<file path="src/hw/rtl/jli_pkg.sv">
// Package for the joint linear interpolator: sizes, codes, payload and
// controller/datapath interface types. Depends on nothing.
`default_nettype none
package jli_pkg;

   localparam int NUM_LEGS       = 6;
   localparam int JOINTS_PER_LEG = 3;
   localparam int FRACTION_BITS  = 8;

   localparam int CODE_W      = 16;
   localparam int POS_W       = CODE_W + FRACTION_BITS;
   localparam int DUR_W       = 8;
   localparam int DIVW        = POS_W + DUR_W;
   localparam int DIV_CNT_W   = $clog2(DIVW);
   localparam int NUM_ENTRIES = NUM_LEGS * JOINTS_PER_LEG;
   localparam int IDX_W       = (NUM_ENTRIES > 1) ? $clog2(NUM_ENTRIES) : 1;
   localparam int LEG_W       = (NUM_LEGS > 1) ? $clog2(NUM_LEGS) : 1;
   localparam int JOINT_W     = (JOINTS_PER_LEG > 1) ? $clog2(JOINTS_PER_LEG) : 1;
   localparam int REPLY_LEG_W = 3;

   localparam logic [CODE_W-1:0] REST_CODE = 16'd7500;
   localparam logic [7:0]        CMD_SET   = 8'd1;

   // Request kinds found by the decoder.
   localparam logic [1:0] KIND_IGNORE = 2'd0;
   localparam logic [1:0] KIND_TICK   = 2'd1;
   localparam logic [1:0] KIND_SET    = 2'd2;
   localparam logic [1:0] KIND_REPLY  = 2'd3;

   typedef struct packed {
      logic        action;
      logic        is_channel_a;
      logic [10:0] frame_id;
      logic [7:0]  command;
      logic        remote_request;
      logic [15:0] code_joint0;
      logic [15:0] code_joint1;
      logic [15:0] code_joint2;
      logic [7:0]  move_ticks;
   } req_type;

   typedef struct packed {
      logic [2:0]  reply_leg;
      logic [15:0] pos_joint0;
      logic [15:0] pos_joint1;
      logic [15:0] pos_joint2;
   } rsp_type;

   typedef struct packed {
      logic               load_req;
      logic               tick_load;
      logic               tick_mul;
      logic               div_step;
      logic               tick_wb;
      logic               set_wr;
      logic               rpl_rd;
      logic               rsp_load;
      logic               last_joint;
      logic [LEG_W-1:0]   leg;
      logic [JOINT_W-1:0] joint;
   } cmd_type;

   typedef struct packed {
      logic [1:0]       kind;
      logic [LEG_W-1:0] leg;
      logic             rsp_busy;
   } status_type;

endpackage
`default_nettype wire

</file>
<file path="src/hw/rtl/jli_datapath.sv">
// Datapath of the joint linear interpolator: joint state, request latch,
// multiplier, bit-serial divider and reply register. Depends on jli_pkg.
`default_nettype none
module jli_datapath (
   input  wire                  clock,
   input  wire                  reset,
   input  jli_pkg::req_type     req_data,
   input  jli_pkg::cmd_type     cmd,
   output jli_pkg::status_type  status,
   input  wire                  rsp_ready,
   output logic                 rsp_valid,
   output jli_pkg::rsp_type     rsp_data
);
   import jli_pkg::*;

   logic [CODE_W-1:0] target_ff   [NUM_ENTRIES];
   logic [POS_W-1:0]  start_ff    [NUM_ENTRIES];
   logic [POS_W-1:0]  current_ff  [NUM_ENTRIES];
   logic [DUR_W-1:0]  duration_ff [NUM_LEGS];
   logic [DUR_W-1:0]  elapsed_ff  [NUM_LEGS];

   req_type           req_ff;
   logic [POS_W:0]    diff_ff;
   logic [POS_W-1:0]  st_ff;
   logic [DUR_W-1:0]  dur_ff;
   logic [DUR_W-1:0]  el_ff;
   logic              neg_ff;
   logic [DIVW-1:0]   quo_ff, quo_in;
   logic [DUR_W-1:0]  rem_ff, rem_in;
   logic [CODE_W-1:0] stage_ff [3];
   logic              rsp_valid_ff;
   rsp_type           rsp_ff, rsp_in;

   logic [IDX_W-1:0]   idx;
   logic [CODE_W-1:0]  code_sel;
   logic [POS_W-1:0]   abs_diff;
   logic [DUR_W:0]     rem_t;
   logic               ge;
   logic [POS_W-1:0]   q_mag, q_signed, wb_pos;
   logic [LEG_W+REPLY_LEG_W-1:0] leg_ext;

   // Flat entry index of the selected leg and joint.
   assign idx = IDX_W'(int'(cmd.leg) * JOINTS_PER_LEG + int'(cmd.joint));

   // Request decode for the controller.
   always_comb begin
      status.leg      = req_ff.frame_id[LEG_W-1:0];
      status.rsp_busy = rsp_valid_ff & ~rsp_ready;
      if (!req_ff.action) begin
         status.kind = KIND_TICK;
      end else if (req_ff.is_channel_a && (req_ff.frame_id < 11'(NUM_LEGS)) &&
                   (req_ff.command == CMD_SET)) begin
         status.kind = req_ff.remote_request ? KIND_REPLY : KIND_SET;
      end else begin
         status.kind = KIND_IGNORE;
      end
   end

   // Target code of the joint being written.
   always_comb begin
      case (cmd.joint)
         JOINT_W'(0): code_sel = req_ff.code_joint0;
         JOINT_W'(1): code_sel = req_ff.code_joint1;
         default:     code_sel = req_ff.code_joint2;
      endcase
   end

   // Magnitude of the step, one restoring division step, and write-back value.
   assign abs_diff = diff_ff[POS_W] ? POS_W'(-diff_ff) : diff_ff[POS_W-1:0];
   assign rem_t    = {rem_ff, quo_ff[DIVW-1]};
   assign ge       = rem_t >= {1'b0, dur_ff};
   assign rem_in   = ge ? DUR_W'(rem_t - {1'b0, dur_ff}) : rem_t[DUR_W-1:0];
   assign quo_in   = {quo_ff[DIVW-2:0], ge};
   assign q_mag    = quo_ff[POS_W-1:0];
   assign q_signed = neg_ff ? POS_W'(-q_mag) : q_mag;
   assign wb_pos   = (dur_ff == '0) ? st_ff : POS_W'(st_ff + q_signed);

   // Joint state arrays.
   always_ff @(posedge clock) begin
      if (reset) begin
         for (int i = 0; i < NUM_ENTRIES; i++) begin
            target_ff[i]  <= REST_CODE;
            start_ff[i]   <= {REST_CODE, {FRACTION_BITS{1'b0}}};
            current_ff[i] <= {REST_CODE, {FRACTION_BITS{1'b0}}};
         end
         for (int l = 0; l < NUM_LEGS; l++) begin
            duration_ff[l] <= '0;
            elapsed_ff[l]  <= '0;
         end
      end else begin
         if (cmd.set_wr) begin
            target_ff[idx] <= code_sel;
            start_ff[idx]  <= current_ff[idx];
            if (cmd.last_joint) begin
               duration_ff[cmd.leg] <= req_ff.move_ticks;
               elapsed_ff[cmd.leg]  <= '0;
            end
         end
         if (cmd.tick_wb) begin
            current_ff[idx] <= wb_pos;
            if (cmd.last_joint && (el_ff < dur_ff)) begin
               elapsed_ff[cmd.leg] <= DUR_W'(el_ff + 1'b1);
            end
         end
      end
   end

   // Request latch and arithmetic pipeline.
   always_ff @(posedge clock) begin
      if (cmd.load_req) begin
         req_ff <= req_data;
      end
      if (cmd.tick_load) begin
         st_ff   <= start_ff[idx];
         dur_ff  <= duration_ff[cmd.leg];
         el_ff   <= elapsed_ff[cmd.leg];
         diff_ff <= (POS_W+1)'({target_ff[idx], {FRACTION_BITS{1'b0}}}) -
                    (POS_W+1)'(start_ff[idx]);
      end
      if (cmd.tick_mul) begin
         neg_ff <= diff_ff[POS_W];
         quo_ff <= DIVW'(abs_diff) * DIVW'(el_ff);
         rem_ff <= '0;
      end
      if (cmd.div_step) begin
         quo_ff <= quo_in;
         rem_ff <= rem_in;
      end
      if (cmd.rpl_rd) begin
         stage_ff[cmd.joint] <= current_ff[idx][POS_W-1:FRACTION_BITS];
      end
   end

   // Reply word, with missing joints reading as zero.
   always_comb begin
      leg_ext           = (LEG_W+REPLY_LEG_W)'(req_ff.frame_id[LEG_W-1:0]);
      rsp_in.reply_leg  = leg_ext[REPLY_LEG_W-1:0];
      rsp_in.pos_joint0 = stage_ff[0];
      rsp_in.pos_joint1 = (JOINTS_PER_LEG > 1) ? stage_ff[1] : '0;
      rsp_in.pos_joint2 = (JOINTS_PER_LEG > 2) ? stage_ff[2] : '0;
   end

   // Output register: holds a reply beat until it is taken.
   always_ff @(posedge clock) begin
      if (reset) begin
         rsp_valid_ff <= 1'b0;
      end else if (cmd.rsp_load) begin
         rsp_valid_ff <= 1'b1;
      end else if (rsp_ready) begin
         rsp_valid_ff <= 1'b0;
      end
      if (cmd.rsp_load) begin
         rsp_ff <= rsp_in;
      end
   end

   assign rsp_valid = rsp_valid_ff;
   assign rsp_data  = rsp_ff;

endmodule
`default_nettype wire

</file>
<file path="src/hw/rtl/jli_ctrl.sv">
// Controller of the joint linear interpolator: sequences ticks, target
// writes and replies over the datapath. Depends on jli_pkg.
`default_nettype none
module jli_ctrl (
   input  wire                  clock,
   input  wire                  reset,
   input  wire                  req_valid,
   output logic                 req_ready,
   input  jli_pkg::status_type  status,
   output jli_pkg::cmd_type     cmd
);
   import jli_pkg::*;

   localparam logic [3:0] S_IDLE   = 4'd0;
   localparam logic [3:0] S_DECODE = 4'd1;
   localparam logic [3:0] S_T_LOAD = 4'd2;
   localparam logic [3:0] S_T_MUL  = 4'd3;
   localparam logic [3:0] S_T_DIV  = 4'd4;
   localparam logic [3:0] S_T_WB   = 4'd5;
   localparam logic [3:0] S_SET    = 4'd6;
   localparam logic [3:0] S_RPL    = 4'd7;
   localparam logic [3:0] S_PUSH   = 4'd8;

   localparam logic [JOINT_W-1:0]   LAST_JOINT = JOINT_W'(JOINTS_PER_LEG - 1);
   localparam logic [LEG_W-1:0]     LAST_LEG   = LEG_W'(NUM_LEGS - 1);
   localparam logic [DIV_CNT_W-1:0] LAST_STEP  = DIV_CNT_W'(DIVW - 1);

   logic [3:0]           state_ff, state_in;
   logic [LEG_W-1:0]     leg_ff, leg_in;
   logic [JOINT_W-1:0]   joint_ff, joint_in;
   logic [DIV_CNT_W-1:0] cnt_ff, cnt_in;
   logic                 last_joint;

   assign last_joint = joint_ff == LAST_JOINT;

   // Next-state and command decode.
   always_comb begin
      state_in       = state_ff;
      leg_in         = leg_ff;
      joint_in       = joint_ff;
      cnt_in         = cnt_ff;
      req_ready      = 1'b0;
      cmd            = '0;
      cmd.leg        = leg_ff;
      cmd.joint      = joint_ff;
      cmd.last_joint = last_joint;
      case (state_ff)
         S_IDLE: begin
            req_ready = 1'b1;
            if (req_valid) begin
               cmd.load_req = 1'b1;
               state_in     = S_DECODE;
            end
         end
         S_DECODE: begin
            joint_in = '0;
            case (status.kind)
               KIND_TICK: begin
                  leg_in   = '0;
                  state_in = S_T_LOAD;
               end
               KIND_SET: begin
                  leg_in   = status.leg;
                  state_in = S_SET;
               end
               KIND_REPLY: begin
                  leg_in   = status.leg;
                  state_in = S_RPL;
               end
               default: state_in = S_IDLE;
            endcase
         end
         S_T_LOAD: begin
            cmd.tick_load = 1'b1;
            state_in      = S_T_MUL;
         end
         S_T_MUL: begin
            cmd.tick_mul = 1'b1;
            cnt_in       = '0;
            state_in     = S_T_DIV;
         end
         S_T_DIV: begin
            cmd.div_step = 1'b1;
            cnt_in       = DIV_CNT_W'(cnt_ff + 1'b1);
            if (cnt_ff == LAST_STEP) begin
               state_in = S_T_WB;
            end
         end
         S_T_WB: begin
            cmd.tick_wb = 1'b1;
            state_in    = S_T_LOAD;
            if (last_joint) begin
               joint_in = '0;
               if (leg_ff == LAST_LEG) begin
                  state_in = S_IDLE;
               end else begin
                  leg_in = LEG_W'(leg_ff + 1'b1);
               end
            end else begin
               joint_in = JOINT_W'(joint_ff + 1'b1);
            end
         end
         S_SET: begin
            cmd.set_wr = 1'b1;
            if (last_joint) begin
               state_in = S_IDLE;
            end else begin
               joint_in = JOINT_W'(joint_ff + 1'b1);
            end
         end
         S_RPL: begin
            cmd.rpl_rd = 1'b1;
            if (last_joint) begin
               state_in = S_PUSH;
            end else begin
               joint_in = JOINT_W'(joint_ff + 1'b1);
            end
         end
         S_PUSH: begin
            if (!status.rsp_busy) begin
               cmd.rsp_load = 1'b1;
               state_in     = S_IDLE;
            end
         end
         default: state_in = S_IDLE;
      endcase
   end

   // State registers.
   always_ff @(posedge clock) begin
      if (reset) begin
         state_ff <= S_IDLE;
         leg_ff   <= '0;
         joint_ff <= '0;
         cnt_ff   <= '0;
      end else begin
         state_ff <= state_in;
         leg_ff   <= leg_in;
         joint_ff <= joint_in;
         cnt_ff   <= cnt_in;
      end
   end

`ifndef SYNTH
   // A reply is never loaded over one that is still waiting.
   a_no_overwrite: assert property (@(posedge clock) disable iff (reset)
      cmd.rsp_load |-> !status.rsp_busy)
      else $error("reply loaded while output register busy");

   // Only one kind of state write happens in a cycle.
   a_one_write: assert property (@(posedge clock) disable iff (reset)
      $onehot0({cmd.tick_wb, cmd.set_wr, cmd.rpl_rd, cmd.rsp_load}))
      else $error("more than one state write in a cycle");

   // The divider runs its full count before write-back.
   a_div_done: assert property (@(posedge clock) disable iff (reset)
      (state_ff == S_T_DIV && cnt_ff == LAST_STEP) |=> state_ff == S_T_WB)
      else $error("divider left early or late");

   // Write-back follows exactly the last division step.
   a_wb_after_div: assert property (@(posedge clock) disable iff (reset)
      cmd.tick_wb |-> $past(cmd.div_step))
      else $error("write-back without finished division");
`endif

endmodule
`default_nettype wire

</file>
<file path="src/hw/rtl/joint_linear_interpolator.sv">
// Top level of the joint linear interpolator: joins the controller and the
// datapath. Depends on jli_pkg, jli_ctrl and jli_datapath.
//
// Simulates NUM_LEGS legs of JOINTS_PER_LEG servo joints. A request beat is
// either an interpolation tick or a received frame; a remote-request frame
// yields one reply beat with the integer position codes of that leg. One
// beat is taken at a time. A tick walks every joint through one shared
// multiplier and a one-bit-per-cycle divider, joint by joint. A target
// frame writes the joints of its leg one at a time, and a reply frame
// reads them likewise, then waits while an earlier reply beat still sits
// in the output register; other frames are dropped after decode.
`default_nettype none
module joint_linear_interpolator (
   input  wire               clock,
   input  wire               reset,
   input  wire               req_valid,
   output logic              req_ready,
   input  jli_pkg::req_type  req_data,
   output logic              rsp_valid,
   input  wire               rsp_ready,
   output jli_pkg::rsp_type  rsp_data
);
   import jli_pkg::*;

   cmd_type    cmd;
   status_type status;

   jli_ctrl u_ctrl (
      .clock     (clock),
      .reset     (reset),
      .req_valid (req_valid),
      .req_ready (req_ready),
      .status    (status),
      .cmd       (cmd)
   );

   jli_datapath u_datapath (
      .clock     (clock),
      .reset     (reset),
      .req_data  (req_data),
      .cmd       (cmd),
      .status    (status),
      .rsp_ready (rsp_ready),
      .rsp_valid (rsp_valid),
      .rsp_data  (rsp_data)
   );

endmodule
`default_nettype wire

</file>
<file path="config.mk">
export PLATFORM = sky130hd
export DESIGN_NAME = joint_linear_interpolator
export DESIGN_NICKNAME = d
export VERILOG_FILES = /design/src/hw/rtl/jli_pkg.sv /design/src/hw/rtl/jli_datapath.sv /design/src/hw/rtl/jli_ctrl.sv /design/src/hw/rtl/joint_linear_interpolator.sv
export SDC_FILE = /design/constraint.sdc
export NUM_CORES = 2
export LEC_CHECK = 0
export BUFFER_PORTS_ARGS = -buffer_cell sky130_fd_sc_hd__buf_2
export CAP_MARGIN = 25
export CORE_MARGIN = 2
export CORE_UTILIZATION = 57
export DETAILED_ROUTE_END_ITERATION = 10
export GPL_ROUTABILITY_DRIVEN = 0
export PLACE_DENSITY = 0.83
export SLEW_MARGIN = 20
export SYNTH_ARGS = -nofsm -noshare
export SYNTH_HDL_FRONTEND = slang
export SYNTH_SLANG_ARGS = --single-unit
export TNS_END_PERCENT = 50
</file>
<file path="constraint.sdc">
create_clock -name clock -period 6.8 [get_ports clock]
set_clock_uncertainty 0.2 [all_clocks]
set_input_delay 0.34 -clock clock [delete_from_list [all_inputs] [get_ports clock]]
set_output_delay 0.34 -clock clock [all_outputs]
set_load 0.005 [all_outputs]
</file>
; Word level (Yosys, flattened, before mapping)
; Memories as Yosys holds them, arrays and structs flattened. A register that Yosys moved wholly into a read port is not among the register bits.
; Index checks and enable logic that the tools add are counted.
[op_classes]
add_sub_neg = 10
multipliers = 2
order_cmp = 3
n_eq_ne = 25
muxes = 76
bitwise_logic = 3
n_reduce_logical = 21
[ops]
columns = op, count
row1 = 24-bit 2-to-1 mux, 5
row2 = 32-bit 2-to-1 mux, 2
row3 = 8-bit 2-to-1 mux, 6
row4 = 24-bit negator, 2
row5 = 24-bit OR reduction, 2
row6 = 1-bit 2-to-1 mux, 37
row7 = 4-bit case mux with 9 select lines, 1
row8 = 24-bit by 8-bit multiplier with 32-bit output, 1
row9 = 16-bit case mux with 2 select lines, 1
row10 = 24-bit by 24-bit subtractor with 25-bit output, 1
row11 = 24-bit adder, 1
row12 = 4-bit 2-to-1 mux, 6
row13 = "4-bit by 3-bit == test with 1-bit output, second input constant", 4
row14 = 16-bit 2-to-1 mux, 1
row15 = 16-bit OR reduction, 1
row16 = 8-bit OR reduction, 2
row17 = 5-bit 2-to-1 mux, 3
row18 = 3-bit 2-to-1 mux, 4
row19 = 3-bit case mux with 2 select lines, 2
row20 = "11-bit by 3-bit < comparator with 1-bit output, second input constant", 1
row21 = 2-bit 2-to-1 mux, 5
row22 = 5-bit case mux with 2 select lines, 1
row23 = 9-bit by 8-bit greater-or-equal comparator with 1-bit output, 1
row24 = 3-bit case mux with 3 select lines, 1
row25 = other kinds (33), 49
[totals]
regBits = 186
ramBits = 1296
inputBits = 82
output_inout_bits = 53
elab_cells = 166
mem_count = 6
[memory_table]
columns = memory, words, word_bits, rd, rd_ports_with_merged_regs, wr, line
row1 = u_datapath.current_ff, 18, 24, 1, 0, 18, jli_datapath.sv:18  ; logic [POS_W-1:0] current_ff [NUM_ENTRIES];
row2 = u_datapath.start_ff, 18, 24, 1, 0, 18, jli_datapath.sv:17  ; logic [POS_W-1:0] start_ff [NUM_ENTRIES];
row3 = u_datapath.target_ff, 18, 16, 1, 0, 18, jli_datapath.sv:16  ; logic [CODE_W-1:0] target_ff [NUM_ENTRIES];
row4 = u_datapath.duration_ff, 6, 8, 1, 1, 6, jli_datapath.sv:19  ; logic [DUR_W-1:0] duration_ff [NUM_LEGS];
row5 = u_datapath.elapsed_ff, 6, 8, 1, 1, 6, jli_datapath.sv:20  ; logic [DUR_W-1:0] elapsed_ff [NUM_LEGS];
row6 = u_datapath.stage_ff, 3, 16, 3, 3, 1, jli_datapath.sv:30  ; logic [CODE_W-1:0] stage_ff [3];

; Depth between registers and ports, before layout
[depth]
depth_word = 9
mapped_depth = 26
mapped_depth_nobuf = 26

; Modules after synthesis
; A second synthesis with hierarchy kept.
[unflattened]
cells_unflattened = 6771
area_unflattened_um2 = 109936.7
[by_module_without_submodules]
columns = mod, n_inst, cells_each, area_per_inst_um2, seq_area_each_um2
row1 = jli_datapath, 1, 6652, 108939.5, 73830.8
row2 = jli_ctrl, 1, 119, 997.2, 280.3

; Worst setup path after synthesis
; No wires, ideal clock.
[synth_path]
path_kind = flip-flop to flip-flop
startpoint = register u_datapath.st_ff[0] (netlist name)
endpoint = register u_datapath.quo_ff[29], data pin
setup_ns = 0.271
arrival_ns = 6.451
t_required_ns = 6.329
path_slack_ns = -0.121
path_stages_with_launch = 26
path_buffers = 0
period_less_slack_ns = 6.921
cell_sequence = edfxtp_1 > inv_1 > nand2_1 > or4_1 > nand2b_1 > or4_1 > o31ai_1 > xor2_1 > nor2b_1 > fa_1 > fa_1 > fa_1 > inv_1 > fa_1 > inv_1 > ha_1 > nand4_1 > nor2_1 > nand2_1 > a2111oi_0 > o41ai_1 > a21oi_1 > a31o_2 > a31oi_1 > xor2_1 > a21oi_1
[synth_lines]
columns = element, line
row1 = end signal: assignment, jli_datapath.sv:122  ; quo_ff <= DIVW'(abs_diff) * DIVW'(el_ff);
row2 = end signal: assignment, jli_datapath.sv:126  ; quo_ff <= quo_in;
row3 = end: declaration, jli_datapath.sv:28  ; logic [DIVW-1:0] quo_ff, quo_in;

==> metrics.yaml <==
layout:
  final_cell_area_sq_um: 125300
  fin_util_pct: 65.27
  area_growth_pct: 14.13
  layout-drive-gt1-share_pct: 22.62
  fin_nets: 7566
  n_fill_cell: 11650
logic_synthesis:
  ys_top_cells_by_area: "edfxtp_1, mux4_2, nor2_1, fa_1, nand2_1"
  synthArstFlopShare_pct: 0
  avgSynthCellArea_sq_um: 16.28
  synth_top_area_share_pct: 67.23
  syn_nets: 7086
  ys_types: 74
  yosys_warnings: 0
  yosys_most_used_dff: "edfxtp_1"
  ys_seq_elements: 2473
  yosysSeqAreaShare_pct: 67.50
  synth_edf_count: 2458
  synth_area_sq_um: 109800
  yosysTopAreaCell: "edfxtp_1"
  synth_cells: 6745
floorplan:
  core_sq_um: 192000
  die_y_microns: 442.9
  fp-row-count: 161
  die-area_sq_um: 196100
  die_w_microns: 442.9
  start_util_pct: 57.19
  pin_count: 135
timing:
  timing.final.crit_share_pct: 102.3
  final_hold_viol_count: 0
  rsz0062_at_grt: "yes"
  setup_violations: 15
  slew_violations: 0
  min_period_ps: 6958
  slew_headroom_pct: 15.81
  fin_ws_ps: -157.9
  tightest_slew_ps: 1228
  fmax_ghz: 0.1437
grt:
  grt_usage_pct: 34.21
  grt_overflow_total: 0
  grt_pass1_vias: 69970
  antenna_found_initial: 27
  grt_util_met3_pct: 12.20
  grt_pass1_wl_microns: 480700
  top_usage_layer: "met2"
  grt_use_met1_pct: 41.48
  use_met2_pct: 51.73
  grt_start_max_net_pins: 107
status:
  outcome: "finished with violations"
  violations: "setup timing"
routing:
  drc: 0
  vias: 69150
  drtAntennaViolNets: 0
  vias_per_cell: 6.946
  drt_iter0_markers: 11640
  wl_microns: 337200
  routedWlPerCell_microns: 33.87
  first_pass_iters: 9
clock_tree:
  root_buffer: "clkbuf_16"
  clkLatencyLatePin_ps: 960
  cts_made_buffers: 225
  clkSinkCount: 2473
  cts-htree-levels: 4
  clk_path_buf_depth: 3
  cts_tree: "done"
  clkTransAtPathRegs_ps: 70
worst_setup_path:
  worstSetupPathType: "register to register"
  cp_data_arrival_time_ps: 7350
  crit_chain: "fa_1 > ha_4 > buf_12 > buf_12 > buf_4 > mux4_2 > mux4_2 > mux2i_1 > inv_1 > nor2_4 > inv_1"
  required_ps: 7190
  critical_path.max_stage_delay_ps: 970
  cp-start-kind: "register"
  end_kind: "register"
  path_max_fanout: 72
  cp_slowest_cell: "mux2i_1"
power:
  ir_drop_mv: 0.4911
  power-per-cell-area_nw_per_um2: 331.4
  leakage_nw: 41.94
worst_hold_path:
  min_path_type: "register to register"
placed_design:
  placed_area_sq_um: 115400
  hpwl_microns: 185500
  port_buffers: 134
flow_run:
  maxCapViolations: 0
area by class of cell:
| class | instances | area (sq um) | share of cell area, % |
|---|---|---|---|
| Clock inverter | 158 | 1832 | 1.462 |
| Clock buffer | 263 | 5794 | 4.624 |
| Antenna cell | 11 | 27.53 | 0.02197 |
| Sequential cell | 2473 | 74110 | 59.15 |
| Timing Repair Buffer | 651 | 5628 | 4.491 |
| Inverter | 279 | 1047 | 0.8358 |
| Multi-Input combinational cell | 3595 | 33700 | 26.90 |
| Tap cell | 2526 | 3161 | 2.522 |
cell families after synthesis:
family,Yosys count,share of synthesized area (%)
multiplexers,734,14.24
XOR/XNOR,121,0.9652
adder cells (fa/ha/maj),259,3.881
AND/OR/NAND/NOR,2112,8.621
flip-flops,2473,67.50
buffers and inverters,677,2.572
AO/OA/AOI/OAI,369,2.219
flip-flops by register name, indices dropped and copies added, names as in the netlist, 3 cells and up:
signal                  count
u_datapath.current_ff     768
u_datapath.start_ff       768
u_datapath.target_ff      512
u_datapath.req_ff          75
u_datapath.duration_ff     64
u_datapath.elapsed_ff      64
rsp_data                   48
u_datapath.stage_ff        48
u_datapath.quo_ff          32
u_datapath.diff_ff         24
u_datapath.st_ff           24
u_datapath.dur_ff           8
u_datapath.el_ff            8
u_datapath.rem_ff           8
u_ctrl.cnt_ff               5
u_ctrl.state_ff             4
u_ctrl.leg_ff               3
u_datapath.rsp_data         3
u_datapath.status           3
layout by cell type, fill, tap and decap left out, drive strengths merged, types with 27 or more instances in the layout:
cell type    netlist  layout
mux4             658     658
clkinv             1     114
nor3              37      37
xor2              44      44
dlygate4sd3        0     160
xnor2             77      77
ha               123     123
o21ai             71      71
edfxtp          2458    2458
clkbuf           285     263
a21oi            101     101
buf              113     491
nor2             852     852
nand3             32      32
mux2              27      27
nand2b            75      75
a21o              47      47
inv              278     283
bufinv             0      34
nand2            649     649
mux2i             49      49
nor2b            150     150
fa               136     136
and2             207     207
where the power goes:
| part | switching, mW | total, mW | internal (mW) | leakage (nW) |
|---|---|---|---|---|
| combinational | 6.12 | 10.6 | 4.52 | 14.5 |
| sequential | 0.205 | 17.5 | 17.3 | 23.7 |
| clock | 6.00 | 13.4 | 7.41 | 3.70 |
routing by layer:
layer,wire length (microns),share of wire (%)
met2,152600,45
met4,28920,8.6
met5,260,0.077
met3,52470,16
met1,103000,31
through the flow:
stage	std cells	TNS (ps)	setup WS, ps	power (mW)	hold slack (ps)
after global placement	9333	-221.6	-121.5	26.96	200.5
after global routing	9948	-678.1	-168.2	42.70	196.8
final	9956	-2287	-157.9	41.53	182.4
after floorplan	6745	-3.792	-3.792	24.10	200.3
after detailed placement	9339	-691.2	-263.8	27.26	204.5
after CTS	9924	0	1.005	40.56	184.5
path summary, 6_finish.rpt:
| path | depth (start not counted) | startpoint | slack, ps | endpoint |
|---|---|---|---|---|
| min reg2reg | 0 | u_datapath.stage_ff[1][11]$_DFFE_PP_ | 180 | rsp_data[27]$_DFFE_PP_ |
| max reg2reg | 11 | u_ctrl.leg_ff[1]$_SDFFE_PP0P_ | -160 | u_datapath.start_ff[26][20]$_DFFE_PP_ |
| max | 11 | u_ctrl.leg_ff[1]$_SDFFE_PP0P_ | -160 | u_datapath.start_ff[26][20]$_DFFE_PP_ |
| min | 0 | u_datapath.stage_ff[1][11]$_DFFE_PP_ | 180 | rsp_data[27]$_DFFE_PP_ |
what timing repair did:
action | 4_1_cts | 5_1_grt
endpoints found under the setup margin | 6 | 16
pin swaps | 8 | 39
resized for setup | 12 | 63
endpoints found under the hold margin | 118 | 0
setup buffers | 4 | 12
hold buffers | 160 | 0
cells in the mapped netlist (all sizes together), types with 5 or more instances:
cell type and number:
and2 207, nand3 32, inv 278, nand3b 6, nand4 17, clkbuf 285, or4 7, nor2 852
ha 123, o211ai 7, mux4 658, mux2i 49, o21a 9, o21bai 19, o41ai 9, a22o 13
dfxtp 15, nor3 37, o21ai 71, xor2 44, a21oi 101, a21o 47, nand2 649, nor2b 150
edfxtp 2458, nor4 9, buf 113, a211oi 17, xnor2 77, or3 16, a22oi 7, a31oi 10
nand2b 75, or2 23, fa 136, and3 20, a21boi 5, mux2 27, o31ai 18
worst max-delay path: cells and delay by family, from the launching register on:
kind / cells / cell delay (ps)
flip-flops: 1 / 540
multiplexers: 3 / 1880
AND/OR/NAND/NOR: 1 / 510
adder cells (fa/ha/maj): 2 / 1350
buffers and inverters: 5 / 1980
Note: power is estimated with default switching activity, not from simulation.
